$ cat config.mk
export PLATFORM = sky130hd
export DESIGN_NAME = rgbc_mac_lane
export DESIGN_NICKNAME = d
export VERILOG_FILES = /design/src/rtl/assert_macros.svh /design/src/rtl/rgbc_pkg.sv /design/src/rtl/rgbc_mac_lane.sv
export SDC_FILE = /design/constraint.sdc
export NUM_CORES = 2
export LEC_CHECK = 0
export BUFFER_PORTS_ARGS = -buffer_cell sky130_fd_sc_hd__buf_4
export CAP_MARGIN = 10
export CELL_PAD_IN_SITES_DETAIL_PLACEMENT = 1
export CELL_PAD_IN_SITES_GLOBAL_PLACEMENT = 2
export CORE_AREA = 2 2 285 287
export CTS_CLUSTER_SIZE = 20
export DETAILED_ROUTE_END_ITERATION = 6
export DIE_AREA = 0 0 287 289
export PLACE_DENSITY_LB_ADDON = 0.1
export SLEW_MARGIN = 0
export SYNTH_ARGS = -nofsm -noshare
export SYNTH_HDL_FRONTEND = slang
export SYNTH_SLANG_ARGS = --single-unit
$ cat constraint.sdc
create_clock -name clk_i -period 3.5 [get_ports clk_i]
set_clock_uncertainty 0.1 [all_clocks]
set_input_delay 0 -clock clk_i [delete_from_list [all_inputs] [get_ports clk_i]]
set_output_delay 0 -clock clk_i [all_outputs]
set_load 0.05 [all_outputs]
$ cat src/rtl/assert_macros.svh
// Assertion helpers shared by the RTL files of the convolution unit.
`ifndef ASSERT_MACROS_SVH
`define ASSERT_MACROS_SVH

// Checks a property on every rising clock edge outside reset.
`define RGBC_ASSERT(lbl, clk, rst_n, prop, msg) \
  lbl: assert property (@(posedge clk) disable iff (!rst_n) prop) else $error(msg);

// Checks that a condition never holds outside reset.
`define RGBC_ASSERT_NEVER(lbl, clk, rst_n, cond, msg) \
  lbl: assert property (@(posedge clk) disable iff (!rst_n) !(cond)) else $error(msg);

`endif

$ cat src/rtl/rgbc_pkg.sv
`default_nettype none

package rgbc_pkg;

  localparam int unsigned COEFF_BITS_DEF = 8;
  localparam int unsigned PIX_W          = 24;
  localparam int unsigned CH_W           = 8;
  localparam int unsigned NUM_CH         = 3;
  localparam int unsigned NUM_TAPS       = 9;
  localparam int unsigned DIV_W          = 16;
  // Quotient bits per channel: eight result bits plus one saturation bit.
  localparam int unsigned Q_BITS         = CH_W + 1;
  // Pipeline depth of the multiply-accumulate lane.
  localparam int unsigned MAC_STAGES     = 3;
  // Reset value of the middle kernel row before masking to the row width.
  localparam logic [63:0] KMID_RST       = 64'h0000_0000_0001_0000;

  typedef enum logic [1:0] {
    REG_KTOP = 2'd0,
    REG_KMID = 2'd1,
    REG_KBOT = 2'd2,
    REG_NDIV = 2'd3
  } cfg_reg_e;

  // One channel of a 3x3 window, tap 0 is the top-left pixel.
  typedef logic [NUM_TAPS-1:0][CH_W-1:0] chan_win_t;

  // Width of a signed channel sum for a given coefficient width.
  function automatic int unsigned sum_width(input int unsigned coeff_bits);
    return coeff_bits + CH_W + 1 + 4;
  endfunction

endpackage

`default_nettype wire

$ cat src/rtl/rgbc_mac_lane.sv
`default_nettype none

// Nine signed products and their sum for one color channel.
module rgbc_mac_lane import rgbc_pkg::*; #(
  parameter int unsigned COEFF_BITS = COEFF_BITS_DEF,
  localparam int unsigned PROD_W = COEFF_BITS + CH_W + 1,
  localparam int unsigned PART_W = PROD_W + 2,
  localparam int unsigned SUM_W  = sum_width(COEFF_BITS)
) (
  input  logic                             clk_i,
  input  chan_win_t                        win_i,
  input  logic [NUM_TAPS*COEFF_BITS-1:0]   coeff_i,
  output logic signed [SUM_W-1:0]          sum_o
);

  logic signed [PROD_W-1:0] prod_d [NUM_TAPS];
  logic signed [PROD_W-1:0] prod_q [NUM_TAPS];
  logic signed [PART_W-1:0] part_d [3];
  logic signed [PART_W-1:0] part_q [3];
  logic signed [SUM_W-1:0]  sum_d;
  logic signed [SUM_W-1:0]  sum_q;

  always_comb begin
    logic signed [PROD_W-1:0] px_ext;
    logic signed [PROD_W-1:0] k_ext;
    for (int t = 0; t < NUM_TAPS; t++) begin
      px_ext    = PROD_W'($signed({1'b0, win_i[t]}));
      k_ext     = PROD_W'($signed(coeff_i[t*COEFF_BITS +: COEFF_BITS]));
      prod_d[t] = px_ext * k_ext;
    end
  end

  // Each row of three products is summed first, then the three rows.
  always_comb begin
    for (int r = 0; r < 3; r++) begin
      part_d[r] = PART_W'(prod_q[3*r]) + PART_W'(prod_q[3*r+1]) + PART_W'(prod_q[3*r+2]);
    end
    sum_d = SUM_W'(part_q[0]) + SUM_W'(part_q[1]) + SUM_W'(part_q[2]);
  end

  always_ff @(posedge clk_i) begin
    prod_q <= prod_d;
    part_q <= part_d;
    sum_q  <= sum_d;
  end

  assign sum_o = sum_q;

endmodule

`default_nettype wire

# Word level (Yosys, flattened, before mapping)
# Cells that the tools add are included.
classes:
  multipliers: 9
  n_addsub: 8
ops:
  columns: ["operator", "n"]
  rows:
  - ["$mul A9 B8 Y17", 9]
  - ["$add A18 B17 Y19", 3]
  - ["$add A17 B17 Y18", 3]
  - ["$add A20 B19 Y21", 1]
  - ["$add A19 B19 Y20", 1]
totals:
  out_inout_bits: 21
  reg_bits: 231

# Logic depth before layout (Yosys ltp)
depth:
  depth_word: 2
  depth_mapped: 18
  depth_no_buf: 18

# Least setup slack after synthesis
# No wires, ideal clock.
synth_timing:
  kind: "input to register"
  start: "input coeff_i[15]"
  end: "register prod_q[133] in the netlist's numbering"
  arrival_time_ns: 3.624
  setup_ns: 0.106
  slack_ns: -0.330
  cell_stages: 14
  path_cell_list: "inv_1 fa_1 fa_1 inv_1 fa_1 inv_1 fa_1 inv_1 ha_1 o21ai_0 a21oi_1 o41ai_4 or4b_1 o311ai_0"
synth_lines:
  columns: ["item", "line_no", "text"]
  rows:
  - ["start, declared", "rgbc_mac_lane.sv:12", "input logic [NUM_TAPS*COEFF_BITS-1:0] coeff_i,"]
  - ["end signal, assigned", "rgbc_mac_lane.sv:42", "prod_q <= prod_d;"]
  - ["end, declared", "rgbc_mac_lane.sv:17", "logic signed [PROD_W-1:0] prod_q [NUM_TAPS];"]

==> results.sh <==
export IMPL_outcome="finished clean"
export IMPL_hold_viol_final=0
export IMPL_areaGrowthSynthToFinish_pct=25.5
export IMPL_ant_nets=0
export IMPL_synthTopCellsByArea="fa_1 (28%), ha_1 (20%), dfxtp_1 (16%), and2_1 (7.9%), inv_1 (7.0%)"
export IMPL_cts_root_buf="clkbuf_16"
export IMPL_clk_latency_ps=580
export IMPL_die_h_um=289
export IMPL_synth_top_area_cell="fa_1"
export IMPL_ys_async_sr_fraction_pct=0
export IMPL_fin_nets=4681
export IMPL_grt_pass1_wl_um=132000
export IMPL_synth_seq_cells=231
export IMPL_wire_per_inst_um=16.4
export IMPL_timing_fmax_ghz=0.292
export IMPL_synth_cell_types=64
export IMPL_powerDensity_nw_per_um2=968
export IMPL_slowest_delay_ps=560
export IMPL_die_w_um=287
export IMPL_timing_setup_tns_ps=0
export IMPL_synthCells=3095
export IMPL_grt_setup_unrepaired="true"
export IMPL_critical_path_top_delay_family="adder cells"
export IMPL_grtUsageMet1_pct=25.3
export IMPL_hp_class="primary input to register"
export IMPL_fin_crit_sh_pct=98.0
export IMPL_cts_clk_slew_worst_paths_ps=50
export IMPL_syn_mean_instance_area_sq_um=9.45
export IMPL_postLayoutCellArea_sq_um=36700
export IMPL_max_cap_violations=0
export IMPL_first_global_vias=26121
export IMPL_drc=0
export IMPL_layout_common_cells="inv_1 (532), buf_4 (500), ha_1 (426)"
export IMPL_p_leak_nw=18.2
export IMPL_drv_slew=0
export IMPL_yosysWarnings=0
export IMPL_die_area_sq_um=82900
export IMPL_synth_top_area_share_pct=27.9
export IMPL_cts_sinks=231
export IMPL_io_pins=166
export IMPL_cts_htree_levels=1
export IMPL_io_buffers=165
export IMPL_dp_cells=4646
export IMPL_clk_path_buf_depth=3
export IMPL_synth_edff_count=0
export IMPL_cts_buffers=28
export IMPL_setup_viol_count_final=0
export IMPL_endpoint_kind="register"
export IMPL_critPathLaunchType="primary input"
export IMPL_worst_pin_slew_ps=521
export IMPL_vias=22740
export IMPL_arrival_ps=3770
export IMPL_worst_path_most_repeated_cell="fa_1"
export IMPL_worstPathCellList="buf_6, and2_4, fa_1, fa_2, fa_1, inv_2, fa_1, inv_2, ha_4, nor2_1, a21oi_4, o41ai_4, nor2_1, a311oi_1"
export IMPL_gr_total_overflow=0
export IMPL_grt_util_met3_pct=1.46
export IMPL_rows=104
export IMPL_top_usage_layer="met2"
export IMPL_worstPathMaxFanout=8
export IMPL_globalRouteTotalUtil_pct=19.4
export IMPL_grt_use_met2_pct=35.2
export IMPL_seq_area_frac_synth_pct=15.8
export IMPL_drt_initial_drc_count=627
export IMPL_synth_fp_nets=4104
export IMPL_critPathSlowestCell="fa_1"
export IMPL_drtPass1Iterations=4
export IMPL_crit_type="primary input to register"
export IMPL_gp_congestion=0.870
export IMPL_relSlewSlack_pct=64.3
export IMPL_place_hpwl_um=68500
export IMPL_ys_flop_type="dfxtp_1"
export IMPL_grt_antenna_before_repair=1
export IMPL_start_util_pct=36.6
export IMPL_cts_tree="yes"
export IMPL_vdd_drop_max_uv=620
export IMPL_stdcell_count=4755
export IMPL_core_sq_um=79900
export IMPL_final_common_cell="inv_1"
export IMPL_finalWirelength_um=78100
export IMPL_grt_start_max_net_pins=16
export IMPL_synth_area_sq_um=29200
export IMPL_fin_crit_ps=3430
export IMPL_path_buf_inv=3
export IMPL_dpl_cell_area_sq_um=34800
export IMPL_via_per_inst=4.78
export IMPL_final_layout_size_suffix_gt1_share_pct=18.5
export IMPL_critPathRequiredTime_ps=3840
[cell families (layout without fill, tap and decap cells)]
| family | Yosys count | count (layout) | synth area share [%] |
|---|---|---|---|
| AND/OR/NAND/NOR | 905 | 905 | 16.3 |
| XOR/XNOR | 138 | 138 | 4.13 |
| flip-flops | 231 | 231 | 15.8 |
| adder cells (fa/ha/maj) | 864 | 864 | 47.4 |
| other | 0 | 2 | 0 |
| AO/OA/AOI/OAI | 397 | 397 | 9.09 |
| multiplexers | 5 | 5 | 0.171 |
| buffers and inverters | 555 | 1153 | 7.12 |
[cell usage after synthesis (8+ instances only)]
master and count:
a211o_1 8, xnor2_1 110, o21ai_0 71, o21bai_1 19
xor2_1 28, nor2_1 146, nand2b_1 59, clkbuf_1 10
o211ai_1 15, a21oi_1 113, ha_1 457, nor3_1 37
nand3_1 19, a21o_1 42, nor2b_1 37, fa_1 407
o21a_1 22, and3_1 13, a31oi_1 20, dfxtp_1 231
and2_1 368, a211oi_1 19, a311oi_1 8, nand2_1 200
inv_1 545
[area by class of cell]
type	instances	area (sq um)
Antenna cell	2	5.00
Clock buffer	37	785
Clock inverter	14	299
Fill cell	9185	43200
Inverter	545	2070
Multi-Input combinational cell	2309	23200
Sequential cell	231	4620
Tap cell	1060	1330
Timing Repair Buffer	557	4370
[state kept, by name, indices dropped and copies added, names as in the netlist]
name	cells
sum_o	21
prod_q	153
part_q	57
[what timing repair did]
item | CTS | global route
setup buffers | 1 | 5
cloned | 0 | 0
pin swaps | 4 | 36
hold buffers | 50 | 0
resized for setup | 2 | 74
setup endpoints to repair | 1 | 27
hold endpoints to repair | 27 | 0
[stage by stage]
| step | power, mW | setup WS, ps | util, % | hold WS (ps) |
|---|---|---|---|---|
| 2_1_floorplan | 23.4 | -205 | - | 21.7 |
| 3_3_place_gp | 31.4 | -523 | 43.5 | 270 |
| 3_5_place_dp | 31.8 | -600 | 43.5 | 280 |
| 4_1_cts | 35.6 | 7.89 | 45.5 | 20.5 |
| 5_1_grt | 39.5 | -115 | 45.9 | 53.1 |
| 6_report | 35.5 | 71.5 | 45.9 | 41.2 |
[worst reg2reg max path, stage by stage, from the launching register on]
cell and delay [ps]:
dfxtp_1 460, fa_1 480, ha_1 240, inv_1 90, fa_1 220, nor2b_1 80
o31a_1 290, a31oi_1 370, a21boi_1 170, o32ai_1 370, xnor2_1 200, buf_4 180
[report_power, final]
group | switching (mW) | total [mW] | internal (mW)
Clock | 1.15 | 3.32 | 2.17
Combinational | 14.6 | 26.9 | 12.4
Sequential | 1.02 | 5.28 | 4.26
[worst paths after layout]
kind / slack, ps / start / cells past startpoint / endpoint
max: 70 / win_i[58] / 14 / prod_q[33]$_DFF_P_
min: 40 / coeff_i[42] / 4 / prod_q[53]$_DFF_P_
max reg2reg: 210 / part_q[20]$_DFF_P_ / 11 / sum_o[17]$_DFF_P_
min reg2reg: 510 / prod_q[102]$_DFF_P_ / 3 / part_q[38]$_DFF_P_
[routing by layer]
layer  vias up  wire [um]  part of all wire [%]
li1      11084          -                     -
met1     11392      35800                    46
met2       185      39100                    50
met3        79       1560                   2.0
met4         0       1600                   2.0
met5         -          0                     0
Power figures use the tool's default switching activity.
